$ cat src/rtl/i2cseq_pkg.sv
// Shared types and constants for the I2C transaction sequencer.
`timescale 1ns / 1ps

package i2cseq_pkg;

  localparam int unsigned DEF_BUFFER_DEPTH = 32;
  localparam int unsigned BUF_ADDR_W       = 6;

  localparam logic [2:0] OP_LOAD_MASTER  = 3'd0;
  localparam logic [2:0] OP_START_WRITE  = 3'd1;
  localparam logic [2:0] OP_START_READ   = 3'd2;
  localparam logic [2:0] OP_BUS_STATUS   = 3'd3;
  localparam logic [2:0] OP_READ_MASTER  = 3'd4;
  localparam logic [2:0] OP_WRITE_SLAVE  = 3'd5;

  localparam logic [7:0] STATUS_MASK     = 8'hF8;
  localparam logic [7:0] ST_START        = 8'h08;
  localparam logic [7:0] ST_RESTART      = 8'h10;
  localparam logic [7:0] ST_MT_ADDR_ACK  = 8'h18;
  localparam logic [7:0] ST_MT_DATA_ACK  = 8'h28;
  localparam logic [7:0] ST_MR_ADDR_ACK  = 8'h40;
  localparam logic [7:0] ST_MR_DATA_ACK  = 8'h50;
  localparam logic [7:0] ST_MR_DATA_NACK = 8'h58;
  localparam logic [7:0] ST_SR_ADDR_ACK  = 8'h60;
  localparam logic [7:0] ST_SR_DATA_ACK  = 8'h80;
  localparam logic [7:0] ST_SR_DATA_NACK = 8'h88;
  localparam logic [7:0] ST_SR_STOP      = 8'hA0;
  localparam logic [7:0] ST_ST_ADDR_ACK  = 8'hA8;
  localparam logic [7:0] ST_ST_DATA_ACK  = 8'hB8;
  localparam logic [7:0] ST_ST_DATA_NACK = 8'hC0;
  localparam logic [7:0] ST_ST_LAST_ACK  = 8'hC8;

  localparam logic [1:0] ACK_KEEP  = 2'd0;
  localparam logic [1:0] ACK_SET   = 2'd1;
  localparam logic [1:0] ACK_CLEAR = 2'd2;

  localparam logic [2:0] EV_NONE         = 3'd0;
  localparam logic [2:0] EV_NACK         = 3'd1;
  localparam logic [2:0] EV_TX_DONE      = 3'd2;
  localparam logic [2:0] EV_MASTER_READY = 3'd3;
  localparam logic [2:0] EV_SLAVE_READY  = 3'd4;

  localparam logic [1:0] ERR_OK    = 2'd0;
  localparam logic [1:0] ERR_BUSY  = 2'd1;
  localparam logic [1:0] ERR_COUNT = 2'd2;

  typedef struct packed {
    logic [2:0] op;
    logic [6:0] address;
    logic [5:0] count;
    logic [4:0] index;
    logic [7:0] data_byte;
    logic [7:0] status;
  } cmd_word_t;

  typedef struct packed {
    logic       start_request;
    logic       start_clear;
    logic       stop_request;
    logic [1:0] ack_action;
    logic       tx_valid;
    logic [7:0] tx_byte;
    logic [2:0] event_res;
    logic [5:0] event_count;
    logic       busy_res;
    logic [1:0] error;
    logic [7:0] read_byte;
  } res_word_t;

  typedef struct packed {
    logic                  wr_en;
    logic                  rd_en;
    logic [BUF_ADDR_W-1:0] wr_addr;
    logic [BUF_ADDR_W-1:0] rd_addr;
    logic [7:0]            wr_data;
  } buf_req_t;

endpackage

$ cat src/rtl/i2cseq_if.sv
// Valid/ready channel interfaces for command and result words.
`timescale 1ns / 1ps

interface i2cseq_cmd_if;
  import i2cseq_pkg::*;
  logic      valid;
  logic      ready;
  cmd_word_t data;
  modport source (output valid, output data, input ready);
  modport sink (input valid, input data, output ready);
endinterface

interface i2cseq_res_if;
  import i2cseq_pkg::*;
  logic      valid;
  logic      ready;
  res_word_t data;
  modport source (output valid, output data, input ready);
  modport sink (input valid, input data, output ready);
endinterface

$ cat src/rtl/i2cseq_buf.sv
// Byte buffer: one write port, one registered read port.
`timescale 1ns / 1ps

module i2cseq_buf
  import i2cseq_pkg::*;
#(
  parameter int unsigned DEPTH = DEF_BUFFER_DEPTH
) (
  input  logic       clk,
  input  buf_req_t   req,
  output logic [7:0] rd_data
);

  localparam int unsigned AW = $clog2(DEPTH);

  logic [7:0] mem [DEPTH];

  always_ff @(posedge clk) begin
    if (req.wr_en) begin
      mem[req.wr_addr[AW-1:0]] <= req.wr_data;
    end
  end

  always_ff @(posedge clk) begin
    if (req.rd_en) begin
      rd_data <= mem[req.rd_addr[AW-1:0]];
    end
  end

endmodule

$ cat src/rtl/i2c_transaction_sequencer_core.sv
// Top level of the I2C byte-level transaction sequencer.
//
// Channels: cmd takes one command or bus status word per handshake
// (valid && ready); res returns exactly one result word for each.
// cfg_wr_en/cfg_wr_data write the slave_enabled register at any clock edge
// where cfg_wr_en is high; write it only while no word is in flight.
// A word accepted on cmd is held in the input register, and its result in
// the result register, which drives res. Throughput is one word per cycle
// unless res stalls; master and slave buffers each have one write and one
// registered read port, so every word touches each buffer at most once.
// Reset (rst, synchronous) empties both pipeline registers, clears the
// master and slave position/length/address state and slave_enabled. The
// buffer contents are not cleared; an entry reads back as written.
// When res.ready is low the result register holds; one more word is still
// taken into the input register if it is empty, after which cmd.ready drops
// until the result is taken.
`timescale 1ns / 1ps

module i2c_transaction_sequencer_core
  import i2cseq_pkg::*;
#(
  parameter int unsigned BUFFER_DEPTH = DEF_BUFFER_DEPTH
) (
  input  logic                clk,
  input  logic                rst,
  i2cseq_cmd_if.sink          cmd,
  i2cseq_res_if.source        res,
  input  logic                cfg_wr_en,
  input  logic                cfg_wr_data
);

  localparam int unsigned PW = $clog2(BUFFER_DEPTH + 1);
  localparam logic [PW-1:0] DEPTH_P = PW'(BUFFER_DEPTH);
  localparam logic [6:0]    DEPTH_W = 7'(BUFFER_DEPTH);

  typedef enum logic [1:0] {TX_REG, TX_MBUF, TX_SBUF} tx_sel_t;

  // pipeline
  logic      a_valid;
  cmd_word_t a_word;
  logic      b_valid;
  res_word_t res_q;
  tx_sel_t   tx_sel;
  logic      rb_mem;
  logic      advance;
  logic      fire;

  // sequencer state
  logic          slave_en;
  logic [5:0]    mp, mp_next;
  logic [5:0]    ml, ml_next;
  logic [7:0]    mab, mab_next;
  logic [PW-1:0] sp, sp_next;
  logic [PW-1:0] sl, sl_next;

  res_word_t res_next;
  tx_sel_t   tx_sel_next;
  logic      rb_mem_next;
  buf_req_t  mreq, sreq;
  logic [7:0] m_rd, s_rd;

  logic [7:0]    code;
  logic [5:0]    mp_inc;
  logic [6:0]    mp_w, ml_w, mp_inc_w, idx_w, cnt_w;
  logic [PW-1:0] spn;
  logic [6:0]    sp_w, spn_w, sl_w;
  logic          mbusy;

  assign advance   = !b_valid || res.ready;
  assign fire      = a_valid && advance;
  assign cmd.ready = !a_valid || advance;

  always_ff @(posedge clk) begin
    if (rst) begin
      a_valid <= 1'b0;
    end else if (cmd.valid && cmd.ready) begin
      a_valid <= 1'b1;
    end else if (advance) begin
      a_valid <= 1'b0;
    end
  end

  always_ff @(posedge clk) begin
    if (cmd.valid && cmd.ready) begin
      a_word <= cmd.data;
    end
  end

  always_ff @(posedge clk) begin
    if (rst) begin
      b_valid  <= 1'b0;
      slave_en <= 1'b0;
      mp       <= '0;
      ml       <= '0;
      mab      <= '0;
      sp       <= '0;
      sl       <= '0;
    end else begin
      if (cfg_wr_en) begin
        slave_en <= cfg_wr_data;
      end
      if (advance) begin
        b_valid <= a_valid;
      end
      if (fire) begin
        mp  <= mp_next;
        ml  <= ml_next;
        mab <= mab_next;
        sp  <= sp_next;
        sl  <= sl_next;
      end
    end
  end

  always_ff @(posedge clk) begin
    if (fire) begin
      res_q  <= res_next;
      tx_sel <= tx_sel_next;
      rb_mem <= rb_mem_next;
    end
  end

  assign code     = a_word.status & STATUS_MASK;
  assign mp_inc   = mp + 6'd1;
  assign mp_w     = {1'b0, mp};
  assign ml_w     = {1'b0, ml};
  assign mp_inc_w = {1'b0, mp_inc};
  assign idx_w    = {2'b00, a_word.index};
  assign cnt_w    = {1'b0, a_word.count};
  assign sp_w     = 7'(sp);
  assign sl_w     = 7'(sl);
  assign spn_w    = 7'(spn);
  assign mbusy    = (mab != 8'd0) || (mp != 6'd0);

  // slave position after this word, for the three codes that step it
  always_comb begin
    spn = sp;
    if (code == ST_SR_DATA_ACK || code == ST_SR_DATA_NACK) begin
      if (sp < sl) begin
        spn = sp + PW'(1);
      end
    end else if (sp < DEPTH_P) begin
      spn = sp + PW'(1);
    end
  end

  always_comb begin
    mp_next     = mp;
    ml_next     = ml;
    mab_next    = mab;
    sp_next     = sp;
    sl_next     = sl;
    res_next    = '0;
    tx_sel_next = TX_REG;
    rb_mem_next = 1'b0;
    mreq        = '0;
    sreq        = '0;
    mreq.wr_data = a_word.data_byte;
    sreq.wr_data = a_word.data_byte;

    unique case (a_word.op)
      OP_LOAD_MASTER: begin
        if (mbusy) begin
          res_next.error = ERR_BUSY;
        end else if (idx_w < DEPTH_W) begin
          mreq.wr_en   = fire;
          mreq.wr_addr = idx_w[5:0];
        end
      end
      OP_START_WRITE, OP_START_READ: begin
        if (mbusy) begin
          res_next.error = ERR_BUSY;
        end else if (cnt_w > DEPTH_W) begin
          res_next.error = ERR_COUNT;
        end else begin
          mab_next = {a_word.address, a_word.op == OP_START_READ};
          mp_next  = '0;
          ml_next  = a_word.count;
          res_next.start_request = 1'b1;
        end
      end
      OP_READ_MASTER: begin
        if (idx_w < DEPTH_W) begin
          mreq.rd_en   = fire;
          mreq.rd_addr = idx_w[5:0];
          rb_mem_next  = 1'b1;
        end else begin
          res_next.read_byte = 8'hFF;
        end
      end
      OP_WRITE_SLAVE: begin
        if (idx_w < DEPTH_W) begin
          sreq.wr_en   = fire;
          sreq.wr_addr = idx_w[5:0];
        end
      end
      OP_BUS_STATUS: begin
        unique case (code)
          ST_START, ST_RESTART: begin
            res_next.start_clear = 1'b1;
            res_next.tx_valid    = 1'b1;
            res_next.tx_byte     = mab;
          end
          ST_MT_ADDR_ACK, ST_MT_DATA_ACK: begin
            if (mp < ml) begin
              res_next.tx_valid = 1'b1;
              if (mp_w < DEPTH_W) begin
                mreq.rd_en   = fire;
                mreq.rd_addr = mp;
                tx_sel_next  = TX_MBUF;
              end else begin
                res_next.tx_byte = 8'hFF;
              end
              mp_next = mp_inc;
            end else begin
              res_next.stop_request = 1'b1;
              res_next.event_res    = EV_TX_DONE;
              mab_next = '0;
              mp_next  = '0;
              ml_next  = '0;
            end
          end
          ST_MR_ADDR_ACK: begin
            res_next.ack_action = ACK_SET;
          end
          ST_MR_DATA_ACK, ST_MR_DATA_NACK: begin
            if (mp_w < DEPTH_W) begin
              mreq.wr_en   = fire;
              mreq.wr_addr = mp;
            end
            mp_next = mp_inc;
            res_next.ack_action = ACK_CLEAR;
            if (mp_inc == ml) begin
              res_next.stop_request = 1'b1;
              res_next.event_res    = EV_MASTER_READY;
              res_next.event_count  = mp_inc;
              mab_next = '0;
              mp_next  = '0;
              ml_next  = '0;
              if (slave_en) begin
                res_next.ack_action = ACK_SET;
              end
            end else if ((mp_inc_w + 7'd1) < ml_w) begin
              res_next.ack_action = ACK_SET;
            end
          end
          ST_SR_ADDR_ACK: begin
            sl_next = DEPTH_P;
            sp_next = '0;
          end
          ST_SR_DATA_ACK, ST_SR_DATA_NACK: begin
            if (sp < sl && sp < DEPTH_P) begin
              sreq.wr_en   = fire;
              sreq.wr_addr = sp_w[5:0];
            end
            sp_next = spn;
            if ({1'b0, spn_w} + 8'd1 >= {1'b0, sl_w}) begin
              res_next.ack_action = ACK_CLEAR;
            end
          end
          ST_SR_STOP: begin
            res_next.event_res   = EV_SLAVE_READY;
            res_next.event_count = sp_w[5:0];
            res_next.ack_action  = ACK_SET;
            sp_next = '0;
            sl_next = '0;
          end
          ST_ST_ADDR_ACK: begin
            sl_next = DEPTH_P;
            sp_next = '0;
            res_next.tx_valid = 1'b1;
            sreq.rd_en   = fire;
            sreq.rd_addr = '0;
            tx_sel_next  = TX_SBUF;
          end
          ST_ST_DATA_ACK: begin
            sp_next = spn;
            res_next.tx_valid = 1'b1;
            if (spn < DEPTH_P) begin
              sreq.rd_en   = fire;
              sreq.rd_addr = spn_w[5:0];
              tx_sel_next  = TX_SBUF;
            end else begin
              res_next.tx_byte = 8'hFF;
            end
            if ({1'b0, spn_w} + 8'd1 >= {1'b0, sl_w}) begin
              res_next.ack_action = ACK_CLEAR;
            end
          end
          ST_ST_DATA_NACK, ST_ST_LAST_ACK: begin
            res_next.ack_action = ACK_SET;
          end
          default: begin
            // unexpected status: abort any master transfer
            if (mab != 8'd0) begin
              res_next.start_clear  = 1'b1;
              res_next.stop_request = 1'b1;
              res_next.event_res    = EV_NACK;
              mab_next = '0;
              mp_next  = '0;
              ml_next  = '0;
            end
          end
        endcase
      end
      default: begin
      end
    endcase

    res_next.busy_res = (mab_next != 8'd0) || (mp_next != 6'd0);
  end

  i2cseq_buf #(
    .DEPTH (BUFFER_DEPTH)
  ) u_master_buf (
    .clk     (clk),
    .req     (mreq),
    .rd_data (m_rd)
  );

  i2cseq_buf #(
    .DEPTH (BUFFER_DEPTH)
  ) u_slave_buf (
    .clk     (clk),
    .req     (sreq),
    .rd_data (s_rd)
  );

  always_comb begin
    res.data = res_q;
    unique case (tx_sel)
      TX_MBUF: res.data.tx_byte = m_rd;
      TX_SBUF: res.data.tx_byte = s_rd;
      default: res.data.tx_byte = res_q.tx_byte;
    endcase
    if (rb_mem) begin
      res.data.read_byte = m_rd;
    end
  end

  assign res.valid = b_valid;

`ifndef SYNTH
  a_busy_matches_state: assert property (@(posedge clk) disable iff (rst)
    b_valid |-> res_q.busy_res == ((mab != 8'd0) || (mp != 6'd0)))
    else $error("busy_res disagrees with master state");

  a_error_no_action: assert property (@(posedge clk) disable iff (rst)
    (b_valid && res_q.error != ERR_OK) |-> (!res_q.start_request && !res_q.tx_valid))
    else $error("rejected command produced bus action");

  a_nack_aborts: assert property (@(posedge clk) disable iff (rst)
    (b_valid && res_q.event_res == EV_NACK) |->
      (res_q.start_clear && res_q.stop_request && !res_q.busy_res))
    else $error("nack without abort");

  a_slave_pos_range: assert property (@(posedge clk) disable iff (rst)
    sp <= DEPTH_P)
    else $error("slave position past buffer depth");
`endif

endmodule
$ cat src/flat_wrapper.sv
// flat-port wrapper written by rule: the top's interface ports become plain ports
module i2c_transaction_sequencer_core_flat import i2cseq_pkg::*;
#(
  parameter int unsigned BUFFER_DEPTH = DEF_BUFFER_DEPTH
)
  (clk, rst, cfg_wr_en, cfg_wr_data, cmd_valid, cmd_data, cmd_ready, res_valid, res_data, res_ready);
  i2cseq_cmd_if cmd_i ();
  i2cseq_res_if res_i ();
  input  logic clk;
  input  logic rst;
  input  logic cfg_wr_en;
  input  logic cfg_wr_data;
  input wire logic [$bits(cmd_i.valid)-1:0] cmd_valid;
  input wire logic [$bits(cmd_i.data)-1:0] cmd_data;
  output wire logic [$bits(cmd_i.ready)-1:0] cmd_ready;
  output wire logic [$bits(res_i.valid)-1:0] res_valid;
  output wire logic [$bits(res_i.data)-1:0] res_data;
  input wire logic [$bits(res_i.ready)-1:0] res_ready;
  assign cmd_i.valid = cmd_valid;
  assign cmd_i.data = cmd_data;
  assign cmd_ready = cmd_i.ready;
  assign res_valid = res_i.valid;
  assign res_data = res_i.data;
  assign res_i.ready = res_ready;
  i2c_transaction_sequencer_core #(.BUFFER_DEPTH(BUFFER_DEPTH)) u_core (.clk(clk), .rst(rst), .cmd(cmd_i), .res(res_i), .cfg_wr_en(cfg_wr_en), .cfg_wr_data(cfg_wr_data));
endmodule
$ cat config.mk
export PLATFORM = sky130hd
export DESIGN_NAME = i2c_transaction_sequencer_core_flat
export DESIGN_NICKNAME = d
export VERILOG_FILES = /design/src/rtl/i2cseq_pkg.sv /design/src/rtl/i2cseq_if.sv /design/src/rtl/i2cseq_buf.sv /design/src/rtl/i2c_transaction_sequencer_core.sv /design/src/flat_wrapper.sv
export SDC_FILE = /design/constraint.sdc
export NUM_CORES = 1
export LEC_CHECK = 0
export ABC_AREA = 1
export ABC_CLOCK_PERIOD_IN_PS = 6700
export BUFFER_PORTS_ARGS = -buffer_cell sky130_fd_sc_hd__buf_2
export CAP_MARGIN = 20
export CORE_ASPECT_RATIO = 2
export CORE_MARGIN = 2
export CORE_UTILIZATION = 45
export DETAILED_ROUTE_END_ITERATION = 10
export PLACE_DENSITY = 0.66
export SYNTH_ARGS = -nofsm -noshare
export SYNTH_HDL_FRONTEND = slang
export SYNTH_SLANG_ARGS = --single-unit
$ cat constraint.sdc
create_clock -name clk -period 6.7 [get_ports clk]
set_input_delay 1.005 -clock clk [delete_from_list [all_inputs] [get_ports clk]]
set_output_delay 1.005 -clock clk [all_outputs]
set_load 0.005 [all_outputs]
== Yosys cells after proc, flatten, opt, wreduce, memory -nomap -nowiden ==
Memories as Yosys holds them, arrays and structs flattened. A register that Yosys moved wholly into a read port is not among the register bits.
Index checks and enable logic that the tools add are counted.
Storage, ports and cells
  register bits after elaboration: 109
  bits in writable memories: 512
  input bits: 43
  logic and storage cells: 201
  memories: 2
Memories
  u_core.u_master_buf.mem: depth 32, bits a word 8, read ports 1, clocked after memory_dff 1, wr ports 1, RTL line i2cseq_buf.sv:16  | logic [7:0] mem [DEPTH];
  u_core.u_slave_buf.mem: depth 32, bits a word 8, read ports 1, clocked after memory_dff 1, wr ports 1, RTL line i2cseq_buf.sv:16
Cells by class
  add/sub/neg operators: 4
  order comparisons: 9
  eq/ne operators: 29
  mux-type cells: 93
  bitwise logic cells: 1
  reductions and logical operators: 36
Operators with widths (count)
  8-bit two-way mux: 10
  6-bit two-way mux: 13
  6-bit case mux with 2 select lines: 5
  5-bit two-way mux: 11
  8-bit case mux with 3 select lines: 2
  6-bit case mux with 3 select lines: 2
  5-bit == test (second input constant): 7
  8-bit case mux with 2 select lines: 2
  5-bit case mux with 2 select lines: 3
  1-bit two-way mux: 23
  5-bit by 4-bit == test with 1-bit output (second input constant): 4
  2-bit two-way mux: 10
  6-bit less-than comparator (second input constant): 3
  8-bit nonzero test: 2
  6-bit by 1-bit adder with 7-bit output (second input constant): 2
  2-bit OR reduction: 7
  13-bit OR reduction: 1
  6-bit by 1-bit adder with 6-bit output (second input constant): 2
  6-bit less-than comparator: 2
  1-bit case mux with 2 select lines: 6
  2-bit case mux with 3 select lines: 2
  3-bit case mux with 4 select lines: 1
  6-bit nonzero test: 2
  11-bit OR reduction: 1
  other kinds (31): 49

== Longest topological paths before layout ==
  word-level depth: 8
  gate-level depth with buffers: 19

== By module ==
From an unflattened synthesis, not the netlist that was laid out.
Unflattened totals
  cells, all modules: 2569
  area, all modules: 27383.8 um^2
Modules (own cells, without submodules)
  i2cseq_buf: times used 2, cells each 922, area an instance 10866.7 um^2, seq. area each 7927.6 um^2
  i2c_transaction_sequencer_core: times used 1, cells each 725, area an instance 5650.4 um^2, seq. area each 2492.4 um^2

== Worst setup path after synthesis ==
OpenSTA, ideal clock, no wires.
  path kind: input port to flip-flop
  from: input port res_ready
  to: register u_core.u_master_buf.rd_data[0], read port of u_core.u_master_buf.mem (enable)
  library setup time: 330 ps
  arrival time: 2445 ps
  setup slack: 3924 ps
  cell stages on the path: 6
  buffers on the path: 1
  cells stage by stage: inv_1 -> nand2_1 -> nand2_1 -> clkbuf_1 -> inv_1 -> o21a_1
RTL lines
  from (decl): RTL line flat_wrapper.sv:18  | input wire logic [$bits(res_i.ready)-1:0] res_ready;
  to (decl): RTL line i2cseq_buf.sv:11  | output logic [7:0] rd_data

== Worst setup path in the final report ==
  from: register u_core.a_word[35] (netlist bit)
  to: register u_core.u_master_buf.rd_data[7], read port of u_core.u_master_buf.mem (data pin)
On the way
  cells in the longest elaborated chain, start to end: 2
  elaborated cells between the ends (all ways): 4
Ends and longest elaborated chain
  from (decl): RTL line i2c_transaction_sequencer_core.sv:40  | cmd_word_t a_word;
  from (signal assigned): RTL line i2c_transaction_sequencer_core.sv:85  | a_word <= cmd.data;
  3-bit by 2-bit == test with 1-bit output or 3-bit == test (tied branches): RTL line i2c_transaction_sequencer_core.sv:161  | unique case (a_word.op)
  5-bit case mux with 2 select lines or 1-bit case mux with 2 select lines (tied branches): RTL line i2c_transaction_sequencer_core.sv:161
Several ways; a longest one is shown, not always the timed one.
A chain may end at the register's enable or synchronous reset.

==> impl_metrics.toml <==
[clock_tree]
cts_tree = "yes"
htreeDepth = 2
path_clk_slew_ns = 0.07
clockRootBuffer = "clkbuf_16"
cts_setup_buffers = 0
clockBufferDepth = 3
worstSkewPairLatency_ns = 0.64
cts_resized = 0
postCtsHoldBufs = 0
numCtsBuffers = 52
cts_num_sinks = 621

[worst_hold_path]
hp-class = "reg -> reg"
hp-start = "u_core.res.valid"
min_path_cells = 2
hold_path_end = "u_core.res.valid"

[power]
pwr-share-seq_pct = 53.9
p_comb_share_pct = 4.6
worst_ir_drop_vdd_mv = 0.2406
p_per_area_nw_per_um2 = 263.7
intPower_w = 0.006234
netSwitchingFraction_pct = 21.93
p_leak_nw = 11.31
clkPwrFrac_pct = 41.5
p_sw_w = 0.001751

[synth]
synth_edf_count = 591
yosysTopAreaCellShare_pct = 64.37
async_reset_ff_share_pct = 0
netlist_area_um2 = 27570
ys_ff_latch = 621
syn_inst = 2596
synth_fp_nets = 2658
yosysSeqAreaShare_pct = 66.55
ys.flop_type = "edfxtp_1"
yosys_warnings = 0
synth_area_leaders = "edfxtp_1, nand2_1, nand3_1"
yosysTopAreaCell = "edfxtp_1"
syn_area_per_cell_um2 = 10.62
synth_cell_types = 49

[sta]
rsz0062_at_grt = "false"
setup_viol_count_final = 0
setup_tns_ns = 0
slew_headroom_pct = 22.96
worst_pin_slew_ns = 1.151
clock_skew_ns = 0.05021
max_freq_mhz = 231.4
hold_viol_final = 0
period_minus_slack_ns = 4.321
finalCritPeriodShare_pct = 64.49
slew_viol_final = 0

[grt]
grt_pass1_vias = 18840
antenna_found_initial = 0
track_usage_pct = 23.04
grt_first_pass_wirelength_um = 108700
overflow = 0
grt_max_degree = 91

[critical_path]
crit_type = "reg -> reg"
path_max_fanout = 78
slowest_delay_ns = 0.89
cp_cell_sequence = "nor2_1, inv_1, nor2_1, nand2_4, nand2_4, buf_4, nand2_1, nand3_1, nand3_1, nand3_1, nand2_1, nand2_1, nand2_1"
slowest_stage = "nand2_4"
r2r-end = "u_core.u_master_buf.rd_data[7]"
r2r-start = "u_core.a_word[35]"
crit_top_cell = "nand2_1"
worst_ep_required_time_ns = 7.08
crit_path_end_kind = "flip-flop"
arrival_ns = 4.70
cp-start-kind = "flip-flop"
r2r_slack_ns = 2.38
r2r_cells = 13

[layout]
final_nets = 2669
multiInputGateArea_um2 = 7709
regArea_um2 = 18350
antenna_cells = 0
layout_common_cells = "nand2_1, edfxtp_1, nand3_1"
final_common_cell = "nand2_1"
instances_no_fill = 3430
finish.utilization_pct = 49.87
fillCellCount = 5227
area_growth_pct = 9.803
drive_gt1_share_pct = 8.604

[drt]
viasPerCell = 5.579
drt_iter0_drc = 1701
vias = 19140
drc = 0
wl_per_cell_um = 21.36
route.antenna.remaining_nets = 0
first_pass_iters = 6
routed_wl_um = 73270

[die]
die_w_um = 179.0
start_util_pct = 45.42
num_rows = 128
fp.dieArea_um2 = 63380
die_h_um = 354.1
ios = 79
core-area_um2 = 60700

[place]
gp_congestion = 0.8985
port_buffers = 75
dp.cells = 3332
dpl.hpwl_um = 48120

[job]
max_cap_violations = 0

[run_status]
outcome = "finished, final reports clean"
## cells by family (layout without fill, tap and decap cells)
kind of cell    after synthesis  in the layout  share of synthesized area, %
compound gates              228            228                         5.083
xor+xnor                      7              7                        0.2224
fa+ha+maj                    19             19                        0.8623
buf+inv                     350            404                         5.582
flops                       621            621                         66.55
mux                           2              2                       0.07261
simple gates               1369           1369                         21.63
## layout make-up
cell class	instances	area share, %
clock inverters	41	1.748
multi-input cells	1625	25.46
repair buffers	103	1.976
clock buffers	56	4.451
flip-flops and latches	621	60.61
inverters	204	2.529
well taps	780	3.224
## state kept, by name (all words and copies together) (netlist names), 2 cells and up
signal and cells:
u_core.res.data 18, u_core.mp 6, u_core.mab 8, u_core.tx_sel 2, u_core.sp 6, u_core.res_q 8, u_core.u_master_buf.rd_data 8, u_core.ml 6
u_core.u_master_buf.mem 256, u_core.a_word 34, u_core.u_slave_buf.mem 256, u_core.u_slave_buf.rd_data 8
## power groups by stage
stage / Clock, W / Sequential (W) / Combinational, W
4_1_cts: 0.00335 / 0.00430 / 0.000368
3_5_place_dp: 0 / 0.00439 / 0.000366
5_1_grt: 0.00349 / 0.00430 / 0.000407
2_1_floorplan: 0 / 0.00440 / 0.000210
6_report: 0.00331 / 0.00430 / 0.000369
3_3_place_gp: 0 / 0.00439 / 0.000359
## how the worst max path moves through the flow
stage                                      to  slack, ns              start  cells past startpoint
2_1_floorplan  u_core.u_master_buf.rd_data[0]       3.92          res_ready                      6
3_3_place_gp   u_core.u_master_buf.rd_data[7]       2.43  u_core.a_word[35]                     14
3_5_place_dp   u_core.u_master_buf.rd_data[7]       2.35  u_core.a_word[35]                     14
4_1_cts        u_core.u_master_buf.rd_data[7]       2.36  u_core.a_word[35]                     14
5_1_grt        u_core.u_master_buf.rd_data[7]       2.14  u_core.a_word[35]                     13
6_report       u_core.u_master_buf.rd_data[7]       2.38  u_core.a_word[35]                     13
## worst max-delay path: cells and delay by family, from the launching register on
family,cells,cell delay [ns]
DFF,1,0.45
buffers and inverters,2,0.52
and+or+nand+nor,11,3.09
## metrics by stage
stage	hold WS [ns]	setup WS, ns	power [W]	cell area [um2]
global placement	0.4879	2.435	0.004745	28380
CTS	0.5152	2.358	0.008022	30250
detailed placement	0.5044	2.351	0.004753	28380
finish	0.5127	2.379	0.007984	30270
floorplan	0.4596	3.924	0.004609	27570
global route	0.5472	2.139	0.008195	30270
## layer usage
layer	global-route usage [%]	share of wire, %	vias to the layer above
met1	24.43	34	9217
met3	3.146	5.6	217
met5	0	0	-
met2	42.08	53	707
li1	-	-	8996
met4	14.55	6.7	0
## Yosys cell counts, drive strengths merged (3+ instances only)
library cell and instances:
a211oi 8, a21oi 81, a22oi 8, a31oi 4
buf 100, clkbuf 46, clkinv 4, dfxtp 30
edfxtp 591, ha 19, inv 200, nand2 721
nand3 409, nand3b 49, nand4 9, nor2 166
nor3 7, o21ai 51, o221ai 22, o22ai 45
o31ai 3, or2 5, xor2 5
No activity file was read; power rests on OpenSTA's default activity.
